==> src/mbp_pkg.sv <==
// shared constants and types of the msb-first bit packer
package mbp_pkg;

   // fixed field widths of the channels
   localparam int CODE_W   = 32;
   localparam int LEN_IN_W = 6;
   localparam int BYTE_W   = 8;
   localparam int USED_W   = 3;

   // default longest code, in bits
   localparam int MAX_CODE_LEN_DEF = 32;

   // bit position that takes the first bit of each byte
   localparam int TOP_BIT = 7;

   // entries of the queue between front and back
   localparam int QUEUE_DEPTH = 2;

   // request modes
   localparam logic MODE_APPEND = 1'b0;
   localparam logic MODE_CLOSE  = 1'b1;

   // per-entry control handed from front to back
   typedef struct packed {
      logic              close;
      logic              present;
      logic [USED_W-1:0] used;
   } ctl_type;

endpackage

==> src/mbp_if.sv <==
// valid/ready channel interfaces for requests and result bytes

interface mbp_req_if;
   logic                          valid;
   logic                          ready;
   logic                          mode;
   logic [mbp_pkg::CODE_W-1:0]    code_bits;
   logic [mbp_pkg::LEN_IN_W-1:0]  code_length;

   modport source (output valid, output mode, output code_bits, output code_length,
                   input ready);
   modport sink   (input valid, input mode, input code_bits, input code_length,
                   output ready);
endinterface

interface mbp_rsp_if;
   logic                          valid;
   logic                          ready;
   logic [mbp_pkg::BYTE_W-1:0]    out_byte;
   logic                          byte_present;
   logic [mbp_pkg::USED_W-1:0]    used_bits;
   logic                          last;

   modport source (output valid, output out_byte, output byte_present, output used_bits,
                   output last, input ready);
   modport sink   (input valid, input out_byte, input byte_present, input used_bits,
                   input last, output ready);
endinterface

==> src/mbp_front.sv <==
// front end: accepts requests, merges code bits with the pending byte, keeps state
module mbp_front #(
   parameter int MAX_CODE_LEN = mbp_pkg::MAX_CODE_LEN_DEF,
   parameter int ACC_W        = 16,
   parameter int CNT_W        = 1
) (
   input  logic                     clock,
   input  logic                     reset,
   input  logic                     in_valid,
   output logic                     in_ready,
   input  logic                     in_mode,
   input  logic [mbp_pkg::CODE_W-1:0]   in_code,
   input  logic [mbp_pkg::LEN_IN_W-1:0] in_len,
   output logic                     push_valid,
   input  logic                     push_ready,
   output logic [ACC_W-1:0]         push_stream,
   output logic [CNT_W-1:0]         push_count,
   output mbp_pkg::ctl_type         push_ctl
);
   import mbp_pkg::*;

   localparam int LEN_W = $clog2(MAX_CODE_LEN + 1);
   localparam int TOT_W = $clog2(MAX_CODE_LEN + 8);
   localparam int SH_W  = $clog2(ACC_W + 1);
   localparam int EXT_W = (MAX_CODE_LEN > CODE_W) ? MAX_CODE_LEN : CODE_W;

   logic [BYTE_W-1:0] partial_ff, partial_in;
   logic [2:0]        filled_ff, filled_in;

   logic              accept;
   logic [LEN_W-1:0]  len_sat;
   logic [EXT_W-1:0]  code_wide;
   logic [EXT_W-1:0]  code_masked;
   logic [SH_W-1:0]   place_sh;
   logic [ACC_W-1:0]  head_bits;
   logic [ACC_W-1:0]  stream;
   logic [TOT_W-1:0]  total;
   logic [CNT_W-1:0]  nbytes;
   logic [ACC_W-1:0]  rest;

   assign in_ready = push_ready;
   assign accept   = in_valid && in_ready;

   // saturate the length and keep only the low code bits
   assign len_sat = (in_len > LEN_IN_W'(MAX_CODE_LEN)) ? LEN_W'(MAX_CODE_LEN)
                                                       : LEN_W'(in_len);
   assign code_wide   = EXT_W'(in_code);
   assign code_masked = code_wide & ~({EXT_W{1'b1}} << len_sat);

   // place the code right after the pending bits, left aligned
   assign place_sh  = SH_W'(ACC_W) - SH_W'(filled_ff) - SH_W'(len_sat);
   assign head_bits = {partial_ff, {(ACC_W-BYTE_W){1'b0}}};
   assign stream    = head_bits | (ACC_W'(code_masked[MAX_CODE_LEN-1:0]) << place_sh);

   // full bytes and leftover bits
   assign total  = TOT_W'(filled_ff) + TOT_W'(len_sat);
   assign nbytes = CNT_W'(total >> 3);
   assign rest   = stream << {nbytes, 3'b000};

   // entry for the back end
   always_comb begin
      push_stream      = stream;
      push_count       = nbytes;
      push_ctl.close   = 1'b0;
      push_ctl.present = 1'b1;
      push_ctl.used    = '0;
      push_valid       = in_valid && (nbytes != '0);
      if (in_mode == MODE_CLOSE) begin
         push_stream      = head_bits;
         push_count       = CNT_W'(1);
         push_ctl.close   = 1'b1;
         push_ctl.present = (filled_ff != 3'd0);
         push_ctl.used    = filled_ff;
         push_valid       = in_valid;
      end
   end

   // pending byte update
   always_comb begin
      partial_in = partial_ff;
      filled_in  = filled_ff;
      if (accept) begin
         if (in_mode == MODE_CLOSE) begin
            partial_in = '0;
            filled_in  = '0;
         end else begin
            partial_in = rest[ACC_W-1 -: BYTE_W];
            filled_in  = total[2:0];
         end
      end
   end

   always_ff @(posedge clock) begin
      if (reset) begin
         partial_ff <= '0;
         filled_ff  <= '0;
      end else begin
         partial_ff <= partial_in;
         filled_ff  <= filled_in;
      end
   end

endmodule

==> src/mbp_queue.sv <==
// short register queue between front and back
module mbp_queue #(
   parameter int WIDTH = 8,
   parameter int DEPTH = mbp_pkg::QUEUE_DEPTH
) (
   input  logic             clock,
   input  logic             reset,
   input  logic             in_valid,
   output logic             in_ready,
   input  logic [WIDTH-1:0] in_data,
   output logic             out_valid,
   input  logic             out_ready,
   output logic [WIDTH-1:0] out_data
);
   import mbp_pkg::*;

   localparam int PTR_W = (DEPTH > 1) ? $clog2(DEPTH) : 1;
   localparam int CNT_W = $clog2(DEPTH + 1);

   logic [WIDTH-1:0] mem_ff [DEPTH];
   logic [PTR_W-1:0] wr_ptr_ff, wr_ptr_in;
   logic [PTR_W-1:0] rd_ptr_ff, rd_ptr_in;
   logic [CNT_W-1:0] count_ff, count_in;
   logic             push, pop;

   assign in_ready  = (count_ff != CNT_W'(DEPTH));
   assign out_valid = (count_ff != '0);
   assign out_data  = mem_ff[rd_ptr_ff];
   assign push      = in_valid && in_ready;
   assign pop       = out_valid && out_ready;

   // pointer and fill count
   always_comb begin
      wr_ptr_in = wr_ptr_ff;
      rd_ptr_in = rd_ptr_ff;
      count_in  = count_ff;
      if (push)
         wr_ptr_in = (wr_ptr_ff == PTR_W'(DEPTH-1)) ? '0 : wr_ptr_ff + 1'b1;
      if (pop)
         rd_ptr_in = (rd_ptr_ff == PTR_W'(DEPTH-1)) ? '0 : rd_ptr_ff + 1'b1;
      if (push && !pop)
         count_in = count_ff + 1'b1;
      else if (pop && !push)
         count_in = count_ff - 1'b1;
   end

   always_ff @(posedge clock) begin
      if (reset) begin
         wr_ptr_ff <= '0;
         rd_ptr_ff <= '0;
         count_ff  <= '0;
      end else begin
         wr_ptr_ff <= wr_ptr_in;
         rd_ptr_ff <= rd_ptr_in;
         count_ff  <= count_in;
      end
   end

   // entry storage
   always_ff @(posedge clock) begin
      if (push)
         mem_ff[wr_ptr_ff] <= in_data;
   end

endmodule

==> src/mbp_back.sv <==
// back end: sends each queued entry's bytes via an output register, one per unstalled cycle
module mbp_back #(
   parameter int ACC_W = 16,
   parameter int CNT_W = 1
) (
   input  logic             clock,
   input  logic             reset,
   input  logic             head_valid,
   output logic             head_pop,
   input  logic [ACC_W-1:0] head_stream,
   input  logic [CNT_W-1:0] head_count,
   input  mbp_pkg::ctl_type head_ctl,
   mbp_rsp_if.source        rsp_ch
);
   import mbp_pkg::*;

   logic [CNT_W-1:0]  idx_ff, idx_in;
   logic              valid_ff, valid_in;
   logic [BYTE_W-1:0] byte_ff, byte_in;
   logic              present_ff, present_in;
   logic [USED_W-1:0] used_ff, used_in;
   logic              last_ff, last_in;

   logic              load;
   logic              final_byte;
   logic [ACC_W-1:0]  shifted;

   assign load       = !valid_ff || rsp_ch.ready;
   assign final_byte = (idx_ff == head_count - 1'b1);
   assign shifted    = head_stream << {idx_ff, 3'b000};
   assign head_pop   = load && head_valid && final_byte;

   // next output transfer
   always_comb begin
      idx_in     = idx_ff;
      valid_in   = valid_ff;
      byte_in    = byte_ff;
      present_in = present_ff;
      used_in    = used_ff;
      last_in    = last_ff;
      if (load) begin
         valid_in = head_valid;
         if (head_valid) begin
            byte_in    = shifted[ACC_W-1 -: BYTE_W];
            present_in = head_ctl.present;
            used_in    = head_ctl.close ? head_ctl.used : '0;
            last_in    = final_byte;
            idx_in     = final_byte ? '0 : idx_ff + 1'b1;
         end
      end
   end

   always_ff @(posedge clock) begin
      if (reset) begin
         idx_ff   <= '0;
         valid_ff <= 1'b0;
      end else begin
         idx_ff   <= idx_in;
         valid_ff <= valid_in;
      end
   end

   // payload registers
   always_ff @(posedge clock) begin
      byte_ff    <= byte_in;
      present_ff <= present_in;
      used_ff    <= used_in;
      last_ff    <= last_in;
   end

   assign rsp_ch.valid        = valid_ff;
   assign rsp_ch.out_byte     = byte_ff;
   assign rsp_ch.byte_present = present_ff;
   assign rsp_ch.used_bits    = used_ff;
   assign rsp_ch.last         = last_ff;

endmodule

==> src/msb_first_bit_packer.sv <==
// top level of the msb-first variable-length bit packer
//
//   channel  dir  payload                                      transfer when
//   req_ch   in   mode, code_bits[31:0], code_length[5:0]      valid && ready
//   rsp_ch   out  out_byte[7:0], byte_present, used_bits, last valid && ready
//
// an append yields one result byte per cycle while the receiver is ready, and
// floor((pending + length) / 8) bytes in all, at most 4 at the default length;
// a close yields one result; appends that fill no byte yield no result.
// the front end accepts a request every cycle while the two-entry queue has room,
// and the back end output register gives one byte per cycle while rsp_ch is ready.
// synchronous reset empties the pending byte, the queue and the output register.
// a stalled output holds its byte; the queue lets the front keep accepting meanwhile.
module msb_first_bit_packer #(
   parameter int MAX_CODE_LEN = mbp_pkg::MAX_CODE_LEN_DEF
) (
   input  logic      clock,
   input  logic      reset,
   mbp_req_if.sink   req_ch,
   mbp_rsp_if.source rsp_ch
);
   import mbp_pkg::*;

   localparam int ACC_BYTES = (MAX_CODE_LEN + TOP_BIT) / 8 + 1;
   localparam int ACC_W     = 8 * ACC_BYTES;
   localparam int CNT_W     = $clog2(ACC_BYTES);
   localparam int CTL_W     = $bits(ctl_type);
   localparam int ENTRY_W   = ACC_W + CNT_W + CTL_W;

   logic               push_valid, push_ready;
   logic [ACC_W-1:0]   push_stream;
   logic [CNT_W-1:0]   push_count;
   ctl_type            push_ctl;

   logic               head_valid, head_pop;
   logic [ENTRY_W-1:0] head_data;
   logic [ACC_W-1:0]   head_stream;
   logic [CNT_W-1:0]   head_count;
   ctl_type            head_ctl;

   // request intake and state
   mbp_front #(
      .MAX_CODE_LEN (MAX_CODE_LEN),
      .ACC_W        (ACC_W),
      .CNT_W        (CNT_W)
   ) u_front (
      .clock       (clock),
      .reset       (reset),
      .in_valid    (req_ch.valid),
      .in_ready    (req_ch.ready),
      .in_mode     (req_ch.mode),
      .in_code     (req_ch.code_bits),
      .in_len      (req_ch.code_length),
      .push_valid  (push_valid),
      .push_ready  (push_ready),
      .push_stream (push_stream),
      .push_count  (push_count),
      .push_ctl    (push_ctl)
   );

   // decoupling queue
   mbp_queue #(
      .WIDTH (ENTRY_W),
      .DEPTH (QUEUE_DEPTH)
   ) u_queue (
      .clock     (clock),
      .reset     (reset),
      .in_valid  (push_valid),
      .in_ready  (push_ready),
      .in_data   ({push_stream, push_count, push_ctl}),
      .out_valid (head_valid),
      .out_ready (head_pop),
      .out_data  (head_data)
   );

   assign head_stream = head_data[ENTRY_W-1 -: ACC_W];
   assign head_count  = head_data[CTL_W +: CNT_W];
   assign head_ctl    = head_data[CTL_W-1:0];

   // byte emission
   mbp_back #(
      .ACC_W (ACC_W),
      .CNT_W (CNT_W)
   ) u_back (
      .clock       (clock),
      .reset       (reset),
      .head_valid  (head_valid),
      .head_pop    (head_pop),
      .head_stream (head_stream),
      .head_count  (head_count),
      .head_ctl    (head_ctl),
      .rsp_ch      (rsp_ch)
   );

endmodule

==> src/flat_wrapper.sv <==
// flat-port wrapper written by rule: the top's interface ports become plain ports
module msb_first_bit_packer_flat import mbp_pkg::*;
#(
   parameter int MAX_CODE_LEN = mbp_pkg::MAX_CODE_LEN_DEF
)
  (clock, reset, req_ch_valid, req_ch_mode, req_ch_code_bits, req_ch_code_length, req_ch_ready, rsp_ch_valid, rsp_ch_out_byte, rsp_ch_byte_present, rsp_ch_used_bits, rsp_ch_last, rsp_ch_ready);
  mbp_req_if req_ch_i ();
  mbp_rsp_if rsp_ch_i ();
  input  logic clock;
  input  logic reset;
  input wire logic [$bits(req_ch_i.valid)-1:0] req_ch_valid;
  input wire logic [$bits(req_ch_i.mode)-1:0] req_ch_mode;
  input wire logic [$bits(req_ch_i.code_bits)-1:0] req_ch_code_bits;
  input wire logic [$bits(req_ch_i.code_length)-1:0] req_ch_code_length;
  output wire logic [$bits(req_ch_i.ready)-1:0] req_ch_ready;
  output wire logic [$bits(rsp_ch_i.valid)-1:0] rsp_ch_valid;
  output wire logic [$bits(rsp_ch_i.out_byte)-1:0] rsp_ch_out_byte;
  output wire logic [$bits(rsp_ch_i.byte_present)-1:0] rsp_ch_byte_present;
  output wire logic [$bits(rsp_ch_i.used_bits)-1:0] rsp_ch_used_bits;
  output wire logic [$bits(rsp_ch_i.last)-1:0] rsp_ch_last;
  input wire logic [$bits(rsp_ch_i.ready)-1:0] rsp_ch_ready;
  assign req_ch_i.valid = req_ch_valid;
  assign req_ch_i.mode = req_ch_mode;
  assign req_ch_i.code_bits = req_ch_code_bits;
  assign req_ch_i.code_length = req_ch_code_length;
  assign req_ch_ready = req_ch_i.ready;
  assign rsp_ch_valid = rsp_ch_i.valid;
  assign rsp_ch_out_byte = rsp_ch_i.out_byte;
  assign rsp_ch_byte_present = rsp_ch_i.byte_present;
  assign rsp_ch_used_bits = rsp_ch_i.used_bits;
  assign rsp_ch_last = rsp_ch_i.last;
  assign rsp_ch_i.ready = rsp_ch_ready;
  msb_first_bit_packer #(.MAX_CODE_LEN(MAX_CODE_LEN)) u_core (.clock(clock), .reset(reset), .req_ch(req_ch_i), .rsp_ch(rsp_ch_i));
endmodule
==> config.mk <==
export PLATFORM = sky130hd
export DESIGN_NAME = msb_first_bit_packer_flat
export DESIGN_NICKNAME = d
export VERILOG_FILES = /design/src/mbp_pkg.sv /design/src/mbp_if.sv /design/src/mbp_front.sv /design/src/mbp_queue.sv /design/src/mbp_back.sv /design/src/msb_first_bit_packer.sv /design/src/flat_wrapper.sv
export SDC_FILE = /design/constraint.sdc
export NUM_CORES = 1
export LEC_CHECK = 0
export ABC_AREA = 0
export BUFFER_PORTS_ARGS = -buffer_cell sky130_fd_sc_hd__buf_2
export CORE_MARGIN = 2
export CORE_UTILIZATION = 40
export DETAILED_ROUTE_END_ITERATION = 10
export SLEW_MARGIN = 40
export SYNTH_ARGS = -nofsm -noshare
export SYNTH_HDL_FRONTEND = slang
export SYNTH_SLANG_ARGS = --single-unit
export TNS_END_PERCENT = 30
==> constraint.sdc <==
create_clock -name clock -period 5.95 [get_ports clock]
set_clock_uncertainty 0.15 [all_clocks]
set_input_delay 0.2975 -clock clock [delete_from_list [all_inputs] [get_ports clock]]
set_output_delay 0.2975 -clock clock [all_outputs]
set_load 0.03 [all_outputs]
### Word-level counts from Yosys, hierarchy flattened

Memory sizes are Yosys's and may differ from the RTL's. A register that Yosys moved wholly into a read port is not among the register bits.
Cells that the tools add are included.

| operators by class | value |
|---|---|
| add/subtract/negate cells | 9 |
| order comparisons | 1 |
| eq/ne operators | 2 |
| shift-type cells | 4 |
| multiplexer cells | 16 |
| bitwise gates (word level) | 3 |
| reduce and logical (&&, ||, !) cells | 17 |

Operators by type and width:

| kind | number |
|---|---|
| $shl A40 B6 Y40 | 2 |
| $mux W40 | 1 |
| $or A40 B40 Y40 | 1 |
| $shl A32 B6 Y40 | 1 |
| $and A32 B32 Y32 | 1 |
| $not A32 Y32 | 1 |
| $shl A32 B6 Y32 const A | 1 |
| $mux W3 | 3 |
| $logic_and A1 B1 Y1 | 8 |
| $mux W8 | 1 |
| $mux W1 | 7 |
| $add A3 B6 Y6 | 1 |
| $gt A6 B6 Y1 const B | 1 |
| $mux W6 | 1 |
| $reduce_bool A3 Y1 | 2 |
| $sub A6 B3 Y6 const A | 1 |
| $sub A6 B6 Y6 | 1 |
| $mux W5 | 1 |
| $mux W2 | 2 |
| $reduce_bool A2 Y1 | 2 |
| $add A3 B1 Y3 const B | 1 |
| $eq A3 B3 Y1 | 1 |
| $logic_not A1 Y1 | 3 |
| $sub A3 B1 Y3 const B | 1 |
| 6 further kinds | 7 |

| word-level totals | value |
|---|---|
| bits in registers | 32 |
| memory bits (writable) | 96 |
| input bits | 43 |
| memories | 1 |

Memories:

| name | words | width | read ports | clocked after Yosys merged registers in | wr ports | line | source |
|---|---|---|---|---|---|---|---|
| u_core.u_queue.mem_ff | 2 | 48 | 1 | 1 | 1 | mbp_queue.sv:20 | `logic [WIDTH-1:0] mem_ff [DEPTH];` |

### Depth between registers and ports, before layout

| depth | value |
|---|---|
| depth after elaboration | 11 |
| gate-level depth with buffers | 20 |

### Hierarchy

From an unflattened synthesis, not the netlist that was laid out.

| unflattened totals | value |
|---|---|
| cell total of the unflattened synthesis | 934 |
| area total of the unflattened synthesis | 9,256.4 um2 |

Modules (own cells, without submodules):

| module | instances | cells an instance | area an instance (um2) | seq. area each (um2) |
|---|---|---|---|---|
| mbp_front | 1 | 693 | 4,621.9 | 220.2 |
| mbp_queue | 1 | 173 | 3,678.5 | 2,982.9 |
| mbp_back | 1 | 68 | 955.9 | 470.5 |

### Worst setup path before layout

Ideal clock, no wire load.

| path | value |
|---|---|
| path kind | input port to flip-flop |
| start point | in req_ch_code_length[1] |
| end point | mem u_core.u_queue.mem_ff[0][0] in the netlist's numbering, enable pin |
| setup time | 0.454 ns |
| arrival time | 4.278 ns |
| path slack | 1.068 ns |
| cell stages on the path | 13 |
| buffers on the path | 3 |
| cells stage by stage | buf_2 -> buf_4 -> buf_4 -> nand2_1 -> inv_1 -> ha_1 -> inv_1 -> fa_1 -> o31ai_4 -> xor2_4 -> o21ai_2 -> o31ai_1 -> nor2_1 |

| on the way | value |
|---|---|
| longest elaborated chain between the ends | 9 |

Ends and longest elaborated chain:

| item | line | source |
|---|---|---|
| start, declared | flat_wrapper.sv:14 | `input wire logic [$bits(req_ch_i.code_length)-1:0] req_ch_code_length;` |
| $gt A6 B6 Y1 | mbp_front.sv:45 | `assign len_sat = (in_len > LEN_IN_W'(MAX_CODE_LEN)) ? LEN_W'(MAX_CODE_LEN)` |
| $mux W6 (*) | mbp_front.sv:45 |  |
| $add A3 B6 Y6 (*) | mbp_front.sv:56 | `assign total = TOT_W'(filled_ff) + TOT_W'(len_sat);` |
| $reduce_bool A3 Y1 (*) | mbp_front.sv:67 | `push_valid = in_valid && (nbytes != '0);` |
| $logic_and A1 B1 Y1 (*) | mbp_front.sv:67 |  |
| $mux W1 (*) | mbp_front.sv:68 | `if (in_mode == MODE_CLOSE) begin` |
| $logic_and A1 B1 Y1 (*) | mbp_queue.sv:29 | `assign push = in_valid && in_ready;` |
| $mux W1 (*) | mbp_queue.sv:61 | `if (push)` |
| $mux W1 (not written as such) (*) | mbp_queue.sv:62 | `mem_ff[wr_ptr_ff] <= in_data;` |
| end, declared | mbp_queue.sv:20 |  |

Mark *: on every way between the ends. The rest lies on a longest branch, timed or not.

### Final worst setup path

| path | value |
|---|---|
| start point | in req_ch_code_length[1] |
| end point | reg u_core.u_front.partial_ff[4] |

| on the way | value |
|---|---|
| longest elaborated chain between the ends | 9 |
| elaborated cells on any way between the ends | 11 |
| those cells by class | add/sub: 2; order compare: 1; shift: 3; mux: 2; bitwise: 3 |

Ends and longest elaborated chain:

| item | line | source |
|---|---|---|
| $gt A6 B6 Y1 | mbp_front.sv:45 |  |
| $mux W6 (*) | mbp_front.sv:45 |  |
| $shl A32 B6 Y32 | mbp_front.sv:48 | `assign code_masked = code_wide & ~({EXT_W{1'b1}} << len_sat);` |
| $not A32 Y32 | mbp_front.sv:48 |  |
| $and A32 B32 Y32 | mbp_front.sv:48 |  |
| $shl A32 B6 Y40 | mbp_front.sv:53 | `assign stream = head_bits \| (ACC_W'(code_masked[MAX_CODE_LEN-1:0]) << place_sh);` |
| $or A40 B40 Y40 | mbp_front.sv:53 |  |
| $shl A40 B6 Y40 (*) | mbp_front.sv:58 | `assign rest = stream << {nbytes, 3'b000};` |
| $mux W8 (*) | mbp_front.sv:83 | `if (in_mode == MODE_CLOSE) begin` |
| end signal, assigned | mbp_front.sv:98 | `partial_ff <= partial_in;` |
| end, declared | mbp_front.sv:27 | `logic [BYTE_W-1:0] partial_ff, partial_in;` |

Marked as above.
A chain may end at the register's enable or synchronous reset.

==> run_summary.xml <==
<?xml version="1.0" encoding="UTF-8"?>
<metrics>
  <group name="synthesis">
    <metric name="ys_seq_elements" unit="">129</metric>
    <metric name="syn_inst" unit="">904</metric>
    <metric name="post_synth_and_or_nand_nor_area_fraction" unit="%">16.4</metric>
    <metric name="ys_async_sr_fraction" unit="%">0</metric>
    <metric name="share_of_synthesized_area_occupied_by_flip_flops_and_latches" unit="%">40.6</metric>
    <metric name="synth_mux_area_share" unit="%">13.8</metric>
    <metric name="synth_area" unit="um^2">9040</metric>
    <metric name="synth_compound_gate_area_share" unit="%">20.1</metric>
    <metric name="mappedNetlistNets" unit="">961</metric>
    <metric name="yosysWarningCount" unit="">0</metric>
    <metric name="count_of_flip_flops_with_a_built_in_enable_after_synthesis" unit="">109</metric>
    <metric name="postSynthAreaPerCell" unit="um^2">10.0</metric>
    <metric name="ys.flop_type" unit="">edfxtp_1</metric>
    <metric name="synth_xor_area_share" unit="%">1.76</metric>
    <metric name="synth_top_family_by_area" unit="">compound AO/OA/AOI/OAI gates</metric>
    <metric name="fraction_of_the_mapped_netlist_area_in_adder_cells" unit="%">2.19</metric>
    <metric name="synth_cell_type_count" unit="">90</metric>
  </group>
  <group name="floorplanning">
    <metric name="design.portCount" unit="">58</metric>
    <metric name="fp.dieH" unit="um">154</metric>
    <metric name="core.rowCount" unit="">55</metric>
    <metric name="die_x" unit="um">154</metric>
    <metric name="initial_utilization" unit="%">40.3</metric>
    <metric name="fp.coreArea" unit="um^2">22400</metric>
    <metric name="die_area" unit="um^2">23800</metric>
  </group>
  <group name="timing">
    <metric name="max-slew-margin-rel" unit="%">43.9</metric>
    <metric name="worst_hold_margin" unit="ps">43.2</metric>
    <metric name="unrepaired_setup_endpoints_after_global_routing" unit="">false</metric>
    <metric name="finalSetupTns" unit="ps">0</metric>
    <metric name="finalCritPeriodShare" unit="%">70.6</metric>
    <metric name="clock_period_minus_final_worst_setup_slack" unit="ps">4200</metric>
    <metric name="report.final.slew_viol_count" unit="">0</metric>
    <metric name="upper_clock_frequency_limit" unit="GHz">0.238</metric>
    <metric name="tightestPinTransition" unit="ps">838</metric>
    <metric name="hold_viol_final" unit="">0</metric>
    <metric name="timing.final.setup_violations" unit="">0</metric>
  </group>
  <group name="critical_path">
    <metric name="cpMostUsedCell" unit="">inv_1</metric>
    <metric name="worstPathCellList" unit="">buf_2, nand2_1, inv_1, ha_1, inv_1, ha_1, inv_1, fa_1, inv_1, a2111oi_2, a21oi_1, a222oi_1, mux2_2, nor2_1, o31a_1, o32ai_1</metric>
    <metric name="cp.required" unit="ps">6100</metric>
    <metric name="startpoint" unit="">req_ch_code_length[1]</metric>
    <metric name="crit_path_top_delay_cell" unit="">fa_1</metric>
    <metric name="r2r_start" unit="">u_core.u_front.filled_ff[0]</metric>
    <metric name="rr_worst_depth" unit="">11</metric>
    <metric name="timing_worst_setup_path_type" unit="">input port to flip-flop</metric>
    <metric name="end_kind" unit="">flip-flop</metric>
    <metric name="rr_endpoint" unit="">u_core.u_front.partial_ff[4]</metric>
    <metric name="worst_path_arrival_time" unit="ps">4350</metric>
    <metric name="slowest_delay" unit="ps">570</metric>
    <metric name="start_kind" unit="">input port</metric>
    <metric name="cp_max_fanout" unit="">26</metric>
    <metric name="r2r_slack" unit="ps">1830</metric>
  </group>
  <group name="clock_network">
    <metric name="clk_pin_slew_worst_paths" unit="ps">50</metric>
    <metric name="clk_path_buf_depth" unit="">2</metric>
    <metric name="h-tree-depth" unit="">4</metric>
    <metric name="ctsResizeCount" unit="">0</metric>
    <metric name="cts_inserted_buffers" unit="">17</metric>
    <metric name="cts_hold_buffers" unit="">0</metric>
    <metric name="cts_tree" unit="">yes</metric>
    <metric name="cts.repair_timing.setup_buffer_count" unit="">0</metric>
    <metric name="root_buffer" unit="">clkbuf_16</metric>
    <metric name="cts.sink_count" unit="">129</metric>
    <metric name="worst_skew_pair.late_latency" unit="ps">410</metric>
  </group>
  <group name="finish">
    <metric name="area_delta_synth_final" unit="%">11.4</metric>
    <metric name="n_fill_cell" unit="">2158</metric>
    <metric name="antenna_cells_inserted" unit="">0</metric>
    <metric name="post_route_cells_drive_above_1_share" unit="%">18.2</metric>
    <metric name="layout_commonest_cell" unit="">edfxtp_1</metric>
    <metric name="layout_common_cells" unit="">edfxtp_1 (109), nor2_1 (104), nand2_1 (71), mux2i_1 (62), buf_2 (57)</metric>
    <metric name="finish.net_count" unit="">987</metric>
  </group>
  <group name="drt">
    <metric name="avgViaCountPerCell" unit="">6.25</metric>
    <metric name="vias" unit="">7678</metric>
    <metric name="met3_length" unit="mm">1.77</metric>
    <metric name="avgRoutedWirePerCell" unit="um">21.7</metric>
    <metric name="final_antenna_net_count" unit="">0</metric>
    <metric name="first_pass_iters" unit="">7</metric>
    <metric name="remaining_drc_errors" unit="">0</metric>
    <metric name="length_of_routed_met2_wiring" unit="mm">11.9</metric>
    <metric name="detailedRoute.firstIterationViolations" unit="">718</metric>
    <metric name="top_layer_used" unit="">met4</metric>
    <metric name="total_routed_wirelength" unit="mm">26.7</metric>
    <metric name="routedLengthMet1" unit="mm">12.1</metric>
  </group>
  <group name="power_and_ir_drop">
    <metric name="irDropWorstVdd" unit="mV">0.221</metric>
    <metric name="power_per_cell_area" unit="nW/um^2">392</metric>
    <metric name="cellLeakagePower" unit="nW">3.52</metric>
  </group>
  <group name="hold_path">
    <metric name="timing.hold.worst.class" unit="">input port to flip-flop</metric>
    <metric name="hold_path_startpoint" unit="">rsp_ch_ready</metric>
    <metric name="timing.hold.worst_path_depth" unit="">3</metric>
    <metric name="hold_path_end" unit="">u_core.u_back.rsp_ch.valid</metric>
  </group>
  <group name="placement">
    <metric name="place.gp.congestion" unit="">0.928</metric>
    <metric name="hpwlAfterDp" unit="mm">19.6</metric>
    <metric name="numPortBuffers" unit="">57</metric>
  </group>
  <group name="global_routing">
    <metric name="overflow" unit="">0</metric>
    <metric name="number_of_global_route_vias_before_repair" unit="">7381</metric>
    <metric name="initial_antenna_violation_count" unit="">0</metric>
    <metric name="grt_max_degree" unit="">49</metric>
    <metric name="grt_util_all_layers" unit="%">22.6</metric>
    <metric name="grt_first_pass_wirelength" unit="mm">42.6</metric>
  </group>
  <group name="flow_run">
    <metric name="drv_cap" unit="">0</metric>
  </group>
  <group name="status">
    <metric name="outcome" unit="">completed</metric>
  </group>
</metrics>
cells in the mapped netlist (all sizes together), types with 9 or more instances:
cell    number  area (um^2)
nor2b       10         62.6
nand3       23          115
a211oi      17          133
xnor2        9         78.8
clkbuf      29          109
inv         24         90.1
nand2       72          273
nor3        25          135
mux2i       62          621
nand2b      13         81.3
o211ai      10         75.1
a31oi       11         68.8
nor2       107          409
o22ai       15         93.8
edfxtp     109         3270
a21oi       44          220
or2         10         62.6
mux4        25          563
o31ai        9         81.3
o21ai       39          199
a22oi       10         75.1
buf         39          248
dfxtp       20          400
ha          11          138
sequential cells by signal, summed over array words and instances, names as in the netlist, 2 cells and up, named ones only:
register and cells:
u_core.u_queue.mem_ff 96, u_core.u_back.rsp_ch.out_byte 8, u_core.u_front.partial_ff 8, u_core.u_back.idx_ff 3
u_core.u_back.rsp_ch.used_bits 3, u_core.u_front.filled_ff 3, u_core.u_queue.count_ff 2
layer usage:
metal,track usage (%),vias up
met5,0,-
met4,8.95,0
met3,3.00,59
met2,35.0,386
met1,32.3,3690
li1,-,3543
layout make-up:
type                    instances  area (um^2)  area share, %
well taps                     285          357           3.54
repair buffers                 75          424           4.21
inverters                      27          101           1.01
flip-flops and latches        129         3680           36.5
clock buffers                  18          429           4.26
clock inverters                14          118           1.17
multi-input cells             680         4970           49.3
worst max-delay path by stage:
| stage | endpoint | slack, ps | depth (start not counted) |
|---|---|---|---|
| floorplan | u_core.u_queue.mem_ff[0][0] | 1070 | 13 |
| global placement | u_core.u_front.partial_ff[2] | 1470 | 17 |
| detailed placement | u_core.u_front.partial_ff[4] | 1400 | 17 |
| CTS | u_core.u_front.partial_ff[4] | 1810 | 17 |
| global route | u_core.u_front.partial_ff[2] | 1400 | 16 |
| finish | u_core.u_front.partial_ff[4] | 1750 | 16 |
worst max-delay path: cells and delay by family:
kind | cells | cell delay (ps)
compound gates | 5 | 1610
fa+ha+maj | 3 | 970
buf+inv | 5 | 950
mux | 1 | 290
simple gates | 2 | 220
report_power, final:
part	switching (W)	internal, W
clock	0.000381	0.000571
sequential	0.0000816	0.00125
combinational	0.00107	0.000604
stage by stage:
| stage | cell area (um^2) | util (%) | instances | total power (W) | setup WS, ps |
|---|---|---|---|---|---|
| after floorplan | 9040 | - | 904 | 0.00254 | 1070 |
| after global placement | 9500 | 42.3 | 1195 | 0.00297 | 1470 |
| after detailed placement | 9520 | 42.4 | 1195 | 0.00298 | 1400 |
| after CTS | 10100 | 44.9 | 1227 | 0.00394 | 1810 |
| after global routing | 10100 | 44.9 | 1228 | 0.00416 | 1400 |
| final | 10100 | 44.9 | 1228 | 0.00395 | 1750 |
cells by family (layout without fill, tap and decap cells):
kind of cell	count (synthesis)	after routing
and+or+nand+nor	308	308
adders and majority gates	14	14
DFF	129	129
xor gates and xnor gates	16	16
AOI/OAI and AO/OA	249	249
buffers and inverters	95	134
muxes	93	93
Note: power is estimated with default switching activity, not from simulation.
